==> config.mk <==
export PLATFORM = sky130hd
export DESIGN_NAME = xorshift128_bounded_integer_rng
export DESIGN_NICKNAME = d
export VERILOG_FILES = /design/src/rtl/core/xrng_pkg.sv /design/src/rtl/core/xrng_divider.sv /design/src/rtl/core/xorshift128_bounded_integer_rng.sv
export SDC_FILE = /design/constraint.sdc
export NUM_CORES = 2
export LEC_CHECK = 0
export ABC_AREA = 1
export BUFFER_PORTS_ARGS = -buffer_cell sky130_fd_sc_hd__buf_2
export CAP_MARGIN = 20
export CORE_MARGIN = 1.5
export CORE_UTILIZATION = 61
export DETAILED_ROUTE_END_ITERATION = 12
export PLACE_DENSITY = 0.9
export SYNTH_ARGS = -nofsm -noshare
export SYNTH_HDL_FRONTEND = slang
export SYNTH_SLANG_ARGS = --single-unit
export TNS_END_PERCENT = 10
==> constraint.sdc <==
create_clock -name clock -period 11.4 [get_ports clock]
set_input_delay 0.57 -clock clock [delete_from_list [all_inputs] [get_ports clock]]
set_output_delay 0.57 -clock clock [all_outputs]
set_load 0.02 [all_outputs]
==> src/rtl/core/xrng_pkg.sv <==
// Shared types, constants and the Xorshift128 step for the bounded RNG.
// No dependencies; used by xrng_divider and the top level under rtl/core.
`default_nettype none

package xrng_pkg;

   // Generator words and mixing constants
   localparam int unsigned WORD_W    = 32;
   localparam logic [31:0] SEED_XOR  = 32'hDEAD_BEEF;
   localparam logic [31:0] MIX_MUL   = 32'h41C6_4E6D;
   localparam logic [31:0] MIX_ADD   = 32'h0000_3039;
   localparam int unsigned SHIFT_A   = 11;
   localparam int unsigned SHIFT_B   = 19;
   localparam int unsigned SHIFT_C   = 8;

   // Warm-up after seeding
   localparam int unsigned WARM_STEPS = 16;
   localparam int unsigned WARM_CNT_W = $clog2(WARM_STEPS);

   // Mixing sequence: three multiply-add steps
   localparam int unsigned MIX_STEPS = 3;
   localparam int unsigned MIX_IDX_W = $clog2(MIX_STEPS);

   // Remainder unit: one quotient bit per cycle
   localparam int unsigned DIV_STEPS = WORD_W;
   localparam int unsigned DIV_CNT_W = $clog2(DIV_STEPS + 1);

   // Request commands
   localparam logic CMD_RESEED = 1'b0;
   localparam logic CMD_DRAW   = 1'b1;

   typedef struct packed {
      logic [31:0] x;
      logic [31:0] y;
      logic [31:0] z;
      logic [31:0] w;
   } xs_words_type;

   // Status from the remainder unit
   typedef struct packed {
      logic busy;
      logic done;
   } div_status_type;

   // Sequencer states, one-hot
   typedef enum logic [6:0] {
      ST_IDLE   = 7'b000_0001,
      ST_MIX    = 7'b000_0010,
      ST_WARM   = 7'b000_0100,
      ST_LIMIT  = 7'b000_1000,
      ST_STEP   = 7'b001_0000,
      ST_MODULO = 7'b010_0000,
      ST_DONE   = 7'b100_0000
   } state_type;

   // One Xorshift128 step
   function automatic xs_words_type xs_advance(input xs_words_type cur);
      logic [31:0]  t;
      xs_words_type nxt;
      t     = cur.x ^ (cur.x << SHIFT_A);
      nxt.x = cur.y;
      nxt.y = cur.z;
      nxt.z = cur.w;
      nxt.w = cur.w ^ (cur.w >> SHIFT_B) ^ (t ^ (t >> SHIFT_C));
      return nxt;
   endfunction

endpackage

`default_nettype wire

==> src/rtl/core/xrng_divider.sv <==
// Iterative restoring divider that yields the 32-bit remainder, one bit a cycle.
// Depends on xrng_pkg.
`default_nettype none

module xrng_divider (
   input  logic                    clock,
   input  logic                    reset,
   input  logic                    start,
   input  logic [31:0]             dividend,
   input  logic [31:0]             divisor,
   output xrng_pkg::div_status_type status,
   output logic [31:0]             remainder
);

   logic [31:0]                    rem_ff, rem_in;
   logic [31:0]                    dvd_ff, dvd_in;
   logic [31:0]                    dvs_ff, dvs_in;
   logic [xrng_pkg::DIV_CNT_W-1:0] cnt_ff, cnt_in;
   logic                           busy_ff, busy_in;
   logic                           done_ff, done_in;
   logic [33:0]                    trial;

   // Trial subtract of the divisor from the shifted partial remainder
   assign trial = {1'b0, rem_ff, dvd_ff[31]} - {2'b00, dvs_ff};

   always_comb begin
      rem_in  = rem_ff;
      dvd_in  = dvd_ff;
      dvs_in  = dvs_ff;
      cnt_in  = cnt_ff;
      busy_in = busy_ff;
      done_in = 1'b0;
      if (start) begin
         rem_in  = '0;
         dvd_in  = dividend;
         dvs_in  = divisor;
         cnt_in  = xrng_pkg::DIV_CNT_W'(xrng_pkg::DIV_STEPS);
         busy_in = 1'b1;
      end else if (busy_ff) begin
         // restore when the trial borrows
         if (!trial[33]) begin
            rem_in = trial[31:0];
         end else begin
            rem_in = {rem_ff[30:0], dvd_ff[31]};
         end
         dvd_in = {dvd_ff[30:0], 1'b0};
         cnt_in = cnt_ff - xrng_pkg::DIV_CNT_W'(1);
         if (cnt_ff == xrng_pkg::DIV_CNT_W'(1)) begin
            busy_in = 1'b0;
            done_in = 1'b1;
         end
      end
   end

   always_ff @(posedge clock) begin
      if (reset) begin
         busy_ff <= 1'b0;
         done_ff <= 1'b0;
      end else begin
         busy_ff <= busy_in;
         done_ff <= done_in;
      end
      rem_ff <= rem_in;
      dvd_ff <= dvd_in;
      dvs_ff <= dvs_in;
      cnt_ff <= cnt_in;
   end

   assign status.busy = busy_ff;
   assign status.done = done_ff;
   assign remainder   = rem_ff;

endmodule

`default_nettype wire

==> src/rtl/core/xorshift128_bounded_integer_rng.sv <==
// Top level of the Xorshift128 bounded-integer generator: sequencer, words, output.
// Depends on xrng_pkg and xrng_divider.
//
// Usage:
//   Request channel (req_*): command 0 reseeds from req_seed_value and gives no
//   result; command 1 draws one integer in [req_lower_bound, req_upper_bound].
//   Response channel (rsp_*): one rsp_random_value transfer per draw.
//   One request is worked on at a time; req_stall stays high until it is done.
// Work per request:
//   reseed: three multiply-add steps on the one multiplier, then 16 warm-up
//     steps of the generator.
//   draw, lower >= upper: result is the lower bound, generator not advanced.
//   draw over the full 32-bit range: one generator step, no remainder pass.
//   other draws: the remainder unit runs twice, once for the rejection limit
//     and once for the final modulo, plus one more generator step for each
//     rejected value.
// Reset: synchronous; afterwards the block seeds itself with zero, with req_stall
//   high, then waits for requests.
// Stall: a finished result sits in the output register while rsp_stall is high;
//   the next request is taken meanwhile, and its result waits until the register
//   frees.
`default_nettype none

module xorshift128_bounded_integer_rng (
   input  logic               clock,
   input  logic               reset,
   input  logic               req_valid,
   output logic               req_stall,
   input  logic               req_command,
   input  logic        [31:0] req_seed_value,
   input  logic signed [31:0] req_lower_bound,
   input  logic signed [31:0] req_upper_bound,
   output logic               rsp_valid,
   input  logic               rsp_stall,
   output logic signed [31:0] rsp_random_value
);

   xrng_pkg::state_type            state_ff, state_in;
   xrng_pkg::xs_words_type         words_ff, words_in;
   xrng_pkg::xs_words_type         words_next;
   logic [31:0]                    prod_ff, prod_in;
   logic [xrng_pkg::MIX_IDX_W-1:0] mix_idx_ff, mix_idx_in;
   logic                           mix_phase_ff, mix_phase_in;
   logic [xrng_pkg::WARM_CNT_W-1:0] warm_cnt_ff, warm_cnt_in;
   logic [31:0]                    lo_ff, lo_in;
   logic [31:0]                    size_ff, size_in;
   logic                           full_ff, full_in;
   logic [31:0]                    limit_ff, limit_in;
   logic [31:0]                    res_ff, res_in;
   logic [31:0]                    out_ff, out_in;
   logic                           out_valid_ff, out_valid_in;

   logic                           accept;
   logic                           empty_range;
   logic [31:0]                    size_now;
   logic [31:0]                    mul_op;
   logic                           div_start;
   logic [31:0]                    div_dividend;
   logic [31:0]                    div_divisor;
   logic [31:0]                    div_rem;
   xrng_pkg::div_status_type       div_status;

   // Request handshake
   assign req_stall = (state_ff != xrng_pkg::ST_IDLE);
   assign accept    = req_valid && !req_stall;

   // Range decode
   assign empty_range = (req_lower_bound >= req_upper_bound);
   assign size_now    = 32'($unsigned(req_upper_bound) - $unsigned(req_lower_bound) + 32'd1);

   // Generator step
   assign words_next = xrng_pkg::xs_advance(words_ff);

   // Multiplier operand for the three mixing steps; words_ff.x holds the seed here
   always_comb begin
      case (mix_idx_ff)
         2'd0:    mul_op = words_ff.x ^ xrng_pkg::SEED_XOR;
         2'd1:    mul_op = words_ff.y ^ (words_ff.x >> 16);
         default: mul_op = words_ff.z ^ (words_ff.x << 16);
      endcase
   end

   // Remainder unit: limit pass starts at accept, modulo pass on an accepted value
   assign div_start = (accept && (req_command == xrng_pkg::CMD_DRAW) && !empty_range &&
                       (size_now != 32'd0)) ||
                      ((state_ff == xrng_pkg::ST_STEP) && !full_ff &&
                       (words_next.w < limit_ff));
   assign div_dividend = (state_ff == xrng_pkg::ST_IDLE) ? 32'hFFFF_FFFF : words_next.w;
   assign div_divisor  = (state_ff == xrng_pkg::ST_IDLE) ? size_now : size_ff;

   xrng_divider u_divider (
      .clock     (clock),
      .reset     (reset),
      .start     (div_start),
      .dividend  (div_dividend),
      .divisor   (div_divisor),
      .status    (div_status),
      .remainder (div_rem)
   );

   // Sequencer
   always_comb begin
      state_in     = state_ff;
      words_in     = words_ff;
      prod_in      = prod_ff;
      mix_idx_in   = mix_idx_ff;
      mix_phase_in = mix_phase_ff;
      warm_cnt_in  = warm_cnt_ff;
      lo_in        = lo_ff;
      size_in      = size_ff;
      full_in      = full_ff;
      limit_in     = limit_ff;
      res_in       = res_ff;
      out_in       = out_ff;
      out_valid_in = out_valid_ff;

      // output register drains on a transfer
      if (out_valid_ff && !rsp_stall) begin
         out_valid_in = 1'b0;
      end

      case (state_ff)
         xrng_pkg::ST_IDLE: begin
            if (accept) begin
               if (req_command == xrng_pkg::CMD_RESEED) begin
                  words_in.x   = req_seed_value;
                  mix_idx_in   = '0;
                  mix_phase_in = 1'b0;
                  state_in     = xrng_pkg::ST_MIX;
               end else begin
                  lo_in = $unsigned(req_lower_bound);
                  if (empty_range) begin
                     res_in   = $unsigned(req_lower_bound);
                     state_in = xrng_pkg::ST_DONE;
                  end else begin
                     size_in  = size_now;
                     full_in  = (size_now == 32'd0);
                     state_in = (size_now == 32'd0) ? xrng_pkg::ST_STEP : xrng_pkg::ST_LIMIT;
                  end
               end
            end
         end
         xrng_pkg::ST_MIX: begin
            // phase 0 multiplies, phase 1 adds and writes the word
            if (!mix_phase_ff) begin
               prod_in      = mul_op * xrng_pkg::MIX_MUL;
               mix_phase_in = 1'b1;
            end else begin
               mix_phase_in = 1'b0;
               case (mix_idx_ff)
                  2'd0:    words_in.y = prod_ff + xrng_pkg::MIX_ADD;
                  2'd1:    words_in.z = prod_ff + xrng_pkg::MIX_ADD;
                  default: words_in.w = prod_ff + xrng_pkg::MIX_ADD;
               endcase
               if (mix_idx_ff == xrng_pkg::MIX_IDX_W'(xrng_pkg::MIX_STEPS - 1)) begin
                  warm_cnt_in = '0;
                  state_in    = xrng_pkg::ST_WARM;
               end else begin
                  mix_idx_in = mix_idx_ff + xrng_pkg::MIX_IDX_W'(1);
               end
            end
         end
         xrng_pkg::ST_WARM: begin
            words_in    = words_next;
            warm_cnt_in = warm_cnt_ff + xrng_pkg::WARM_CNT_W'(1);
            if (warm_cnt_ff == xrng_pkg::WARM_CNT_W'(xrng_pkg::WARM_STEPS - 1)) begin
               state_in = xrng_pkg::ST_IDLE;
            end
         end
         xrng_pkg::ST_LIMIT: begin
            // largest multiple of size is all-ones minus (all-ones mod size)
            if (div_status.done) begin
               limit_in = ~div_rem;
               state_in = xrng_pkg::ST_STEP;
            end
         end
         xrng_pkg::ST_STEP: begin
            words_in = words_next;
            if (full_ff) begin
               res_in   = words_next.w;
               state_in = xrng_pkg::ST_DONE;
            end else if (words_next.w < limit_ff) begin
               state_in = xrng_pkg::ST_MODULO;
            end
         end
         xrng_pkg::ST_MODULO: begin
            if (div_status.done) begin
               res_in   = lo_ff + div_rem;
               state_in = xrng_pkg::ST_DONE;
            end
         end
         xrng_pkg::ST_DONE: begin
            if (!out_valid_ff || !rsp_stall) begin
               out_in       = res_ff;
               out_valid_in = 1'b1;
               state_in     = xrng_pkg::ST_IDLE;
            end
         end
         default: begin
            state_in = xrng_pkg::ST_IDLE;
         end
      endcase
   end

   // Registers; reset starts a reseed with zero
   always_ff @(posedge clock) begin
      if (reset) begin
         state_ff     <= xrng_pkg::ST_MIX;
         mix_idx_ff   <= '0;
         mix_phase_ff <= 1'b0;
         out_valid_ff <= 1'b0;
         words_ff.x   <= '0;
      end else begin
         state_ff     <= state_in;
         mix_idx_ff   <= mix_idx_in;
         mix_phase_ff <= mix_phase_in;
         out_valid_ff <= out_valid_in;
         words_ff     <= words_in;
      end
      prod_ff     <= prod_in;
      warm_cnt_ff <= warm_cnt_in;
      lo_ff       <= lo_in;
      size_ff     <= size_in;
      full_ff     <= full_in;
      limit_ff    <= limit_in;
      res_ff      <= res_in;
      out_ff      <= out_in;
   end

   assign rsp_valid        = out_valid_ff;
   assign rsp_random_value = $signed(out_ff);

endmodule

`default_nettype wire

## After elaboration in Yosys (flattened, before gate mapping)

Cells that the tools add are included.

- Bits in registers: 440
- Bits in latches: 0
- Memory bits (writable): 0
- ROM bits: 0
- Bits of input ports: 101
- Word-level logic and storage cells: 165
- Memories kept: 0

- $add $sub $neg: 8
- Multiply operators: 1
- Divide/modulo/power cells: 0
- Magnitude comparators: 2
- Eq/ne operators: 28
- Shift operators: 0
- Multiplexer cells: 52
- Bitwise gates (word level): 12
- Reductions and logical operators: 40

Operators by type and width:

| operator | count |
|---|---|
| 32-bit 2-to-1 mux | 15 |
| 96-bit one-hot mux with 2 select lines | 1 |
| 32-bit one-hot mux with 2 select lines | 2 |
| 96-bit 2-to-1 mux | 1 |
| 32-bit one-hot mux with 3 select lines | 1 |
| 32-bit XOR | 3 |
| 7-bit 2-to-1 mux | 11 |
| 7-bit one-hot mux with 7 select lines | 1 |
| 33-bit by 32-bit subtractor with 34-bit output | 1 |
| 32-bit by 1-bit adder with 32-bit output (second input constant) | 1 |
| 32-bit by 14-bit adder with 32-bit output (second input constant) | 1 |
| 32-bit adder | 1 |
| 32-bit greater-or-equal comparator | 1 |
| 32-bit zero test | 1 |
| 32-bit < comparator | 1 |
| 32-bit by 31-bit multiplier with 32-bit output (second input constant) | 1 |
| 32-bit NOT | 1 |
| 32-bit nonzero test | 1 |
| 32-bit subtractor | 1 |
| 32-bit by 13-bit XOR with 32-bit output | 1 |
| 32-bit by 16-bit XOR with 32-bit output | 1 |
| 32-bit by 24-bit XOR with 32-bit output | 1 |
| 24-bit NOT | 1 |
| 2-bit inequality test (second input constant) | 11 |
| other kinds (39) | 82 |

## Depth between registers and ports, before layout

- Depth in word-level cells: 8
- Mapped depth: 36
- Gate-level depth less buffers: 35

## By module

From an unflattened synthesis, not the netlist that was laid out.

- Cells, all modules: 4,334
- Area, all modules: 36,389.9 µm²

By module, submodules not included:

| module | instances | cells each | area each (µm²) |
|---|---|---|---|
| xorshift128_bounded_integer_rng | 1 | 3,344 | 29,534.6 |
| xrng_divider | 1 | 990 | 6,855.3 |

## Least setup slack after synthesis

OpenSTA, ideal clock, no wires.

- Path type: register to register
- Start point: register mix_idx_ff[1] (netlist name)
- End point: register prod_ff[30] (data pin)
- Library setup time: 0.262 ns
- Arrival time: 7.485 ns
- Required time: 11.138 ns
- Slack: 3.653 ns
- Cell stages (with the launch flop): 36
- Buffers on the path: 3
- Clock period less this slack: 7.747 ns
- Path through: dfxtp_1 > inv_1 > ha_1 > buf_2 > inv_2 > nand2_2 > buf_1 > clkbuf_1 > o221ai_1 > ha_1 > xnor2_1 > inv_1 > ha_1 > inv_1 > nand2_1 > fa_1 > inv_1 > fa_1 > inv_1 > fa_1 > inv_1 > fa_1 > inv_1 > fa_1 > inv_1 > fa_1 > inv_1 > ha_1 > nand2_1 > nor4_1 > nand4_1 > nand3_1 > nand2_1 > o211ai_1 > a21oi_1 > xor2_1

- Word-level cells in the longest chain between the ends: 3
- Elaborated cells on any way between the ends: 4

Ends and longest elaborated chain:

| what | RTL line | RTL |
|---|---|---|
| start, declared | xorshift128_bounded_integer_rng.sv:42 | `logic [xrng_pkg::MIX_IDX_W-1:0] mix_idx_ff, mix_idx_in;` |
| start signal, assigned | xorshift128_bounded_integer_rng.sv:215 | `mix_idx_ff <= mix_idx_in;` |
| 2-bit by 1-bit equality test with 1-bit output / 2-bit zero test (equally long branches) | xorshift128_bounded_integer_rng.sv:76 | `case (mix_idx_ff)` |
| 32-bit one-hot mux with 2 select lines (*) | xorshift128_bounded_integer_rng.sv:76 |  |
| 32-bit by 31-bit multiplier with 32-bit output (*) | xorshift128_bounded_integer_rng.sv:146 | `prod_in = mul_op * xrng_pkg::MIX_MUL;` |
| end signal, assigned | xorshift128_bounded_integer_rng.sv:220 | `prod_ff <= prod_in;` |
| end, declared | xorshift128_bounded_integer_rng.sv:41 | `logic [31:0] prod_ff, prod_in;` |

Mark *: on every way between the ends. The rest lies on a longest branch, timed or not.
A chain may end at the register's enable or synchronous reset.

## Final worst setup path

- Start point: register mix_idx_ff[0] (netlist name)
- End point: register prod_ff[29] (data pin)

Same word-level chain as after synthesis.

==> flow_metrics.tcl <==
set metrics [dict create \
    slew_headroom_pct 22.77 \
    rsz0062_at_grt "false" \
    synth_top_family_by_area "adder cells" \
    cts_tree "built" \
    synth_area_um2 35870 \
    drt-wirelength-per-cell_um 21.45 \
    hold_viol_final 0 \
    synth_fa_ha_area_share_pct 23.28 \
    cts_inserted_buffers 45 \
    r2r_start "mix_idx_ff[0]" \
    path_class "flip-flop to flip-flop" \
    clk_pin_slew_ns 0.07 \
    fin_tns_setup_ns 0 \
    fillers 4575 \
    die_y_um 245.5 \
    io_buffers 134 \
    drive_gt1_share_pct 7.418 \
    crit_path_end_kind "flip-flop" \
    viasPerCell 5.925 \
    finalWeightedCongestion 1.025 \
    hold_depth 1 \
    drt_iter0_markers 3664 \
    max-cap-violations 0 \
    cpMaxStageDelayCell "a221oi_1" \
    syn_nets 4844 \
    dr.pass1.iters 8 \
    r2r-end "prod_ff[29]" \
    initial_utilization_pct 61.93 \
    fp.coreArea_um2 57920 \
    synthMuxAreaShare_pct 0 \
    cts_resized 0 \
    clk_latency_ns 0.62 \
    crit_arrival_ns 9.75 \
    r2r_slack_ns 1.99 \
    min_from "req_lower_bound[0]" \
    yosysSeqAreaShare_pct 34.52 \
    clock-sinks 440 \
    r2r_cells 26 \
    syn_avg_cell_area_um2 8.569 \
    status "complete, no violations" \
    h-tree-depth 2 \
    ys_types 52 \
    hp-class "input pin to flip-flop" \
    tightest_slew_ns 1.158 \
    drc 0 \
    skew_ns 0.03355 \
    max_freq_ghz 0.1063 \
    fin_crit_sh_pct 82.55 \
    wl_um 109900 \
    yosys_warnings 0 \
    grt-ovfl-total 0 \
    place_hpwl_um 88860 \
    syn_inst 4186 \
    grt_max_degree 95 \
    crit_required_ns 11.74 \
    antenna_found_initial 6 \
    crit_family "adder cells" \
    cts_hold_buf 0 \
    synth-seq-cells 440 \
    seq_area_um2 12380 \
    postSynth.asyncResetShare_pct 0 \
    path_max_fanout 25 \
    grt_pass1_vias 29281 \
    setup_viol 0 \
    whs_endpoint "lo_ff[0]" \
    gr-usage-all-layers_pct 36.67 \
    areaGrowthSynthToFinish_pct 8.630 \
    max_stage_delay_ns 0.80 \
    synth-xor-area-share_pct 5.274 \
    path_buf_inv 8 \
    die-area_um2 60270 \
    chipWidth_um 245.5 \
    synth_edf_count 357 \
    vias 30359 \
    multiInputGateArea_um2 20060 \
    synth_flop_cell "edfxtp_1" \
    rows 88 \
    clock-root-buffer "clkbuf_16" \
    synth_compound_area_share_pct 11.69 \
    clockBufferDepth 3 \
    final_cells 5124 \
    dp_cells 5036 \
    nNetsFinal 4976 \
    cp-start-kind "flip-flop" \
    synth_simple_gate_area_share_pct 15.44 \
    ios 135 \
    critPathLaunch "mix_idx_ff[0]" \
    slew_viol_final 0 \
    grt_pass1_wl_um 166800 \
    ant_nets 0 \
    min_period_ns 9.410 \
    cts_setup_buffers 0 \
]
metrics by stage:
step	util [%]	hold slack, ns	worst slack, ns	area, µm²
global route	67.28	0.1658	1.432	38960
finish	67.28	0.1689	1.990	38960
detailed placement	64.71	0.4045	2.165	37480
floorplan	-	0.4003	3.653	35870
global placement	64.66	0.4013	2.223	37450
CTS	67.26	0.1524	2.063	38950
final cells by class:
type                            instances  area share, %
Timing Repair Buffer                  169          2.447
Sequential cell                       440          31.78
Inverter                              833          8.025
Tap cell                              765          2.456
Clock buffer                           61          3.147
Antenna cell                            5        0.03211
Multi-Input combinational cell       2829          51.48
Clock inverter                         22         0.6390
cell families after synthesis:
kind of cell	Yosys count
flip-flops	440
AO/OA/AOI/OAI	722
XOR/XNOR	216
AND/OR/NAND/NOR	1334
adder cells (fa/ha/maj)	557
buffers and inverters	917
layout by cell type, fill, tap and decap left out, types with 40 or more instances in the layout:
cell         n
inv_1      822
xor2_1      93
a31oi_1     40
dfxtp_1     83
nand3_1    140
ha_1       373
a21oi_1    224
xnor2_1    123
o21ai_0    274
clkbuf_16   45
buf_2      134
nor2_1     219
nand2_1    839
edfxtp_1   357
fa_1       184
sequential cells by signal, indices dropped and copies added, names as in the netlist, 6 cells and up:
signal and count:
res_ff 32, u_divider.dvs_ff 32, limit_ff 32, size_ff 32, u_divider.cnt_ff 6, lo_ff 32, rsp_random_value 32, u_divider.dvd_ff 32
u_divider.remainder 32, prod_ff 32, state_ff 7, words_ff 128
per-layer routing:
| layer | track usage [%] | share of wire, % |
|---|---|---|
| met1 | 49.74 | 39 |
| met2 | 55.54 | 43 |
| met3 | 8.611 | 12 |
| met5 | 0 | 0 |
| met4 | 17.41 | 5.3 |
worst max path at each step:
stage	to	slack, ns	cells past startpoint
CTS	prod_ff[30]	2.06	31
finish	prod_ff[29]	1.99	26
detailed placement	prod_ff[30]	2.16	31
global placement	prod_ff[30]	2.22	31
floorplan	prod_ff[30]	3.65	35
global route	prod_ff[30]	1.43	31
Yosys cell counts, drive strengths merged, types with 83 or more instances:
library cell  instances  area [µm²]
o21ai               290        1451
nand3               143       725.7
fa                  184        3684
dfxtp                83        1662
inv                 830        3115
a21oi               259        1424
edfxtp              357       10720
ha                  373        4667
xor2                 93       814.5
xnor2               123        1077
nand2               841        3167
nor2                233       899.6
Power is left out: the tool's default activity adds up to more than one toggle a clock period on the data nets, which glitch-free logic cannot reach.
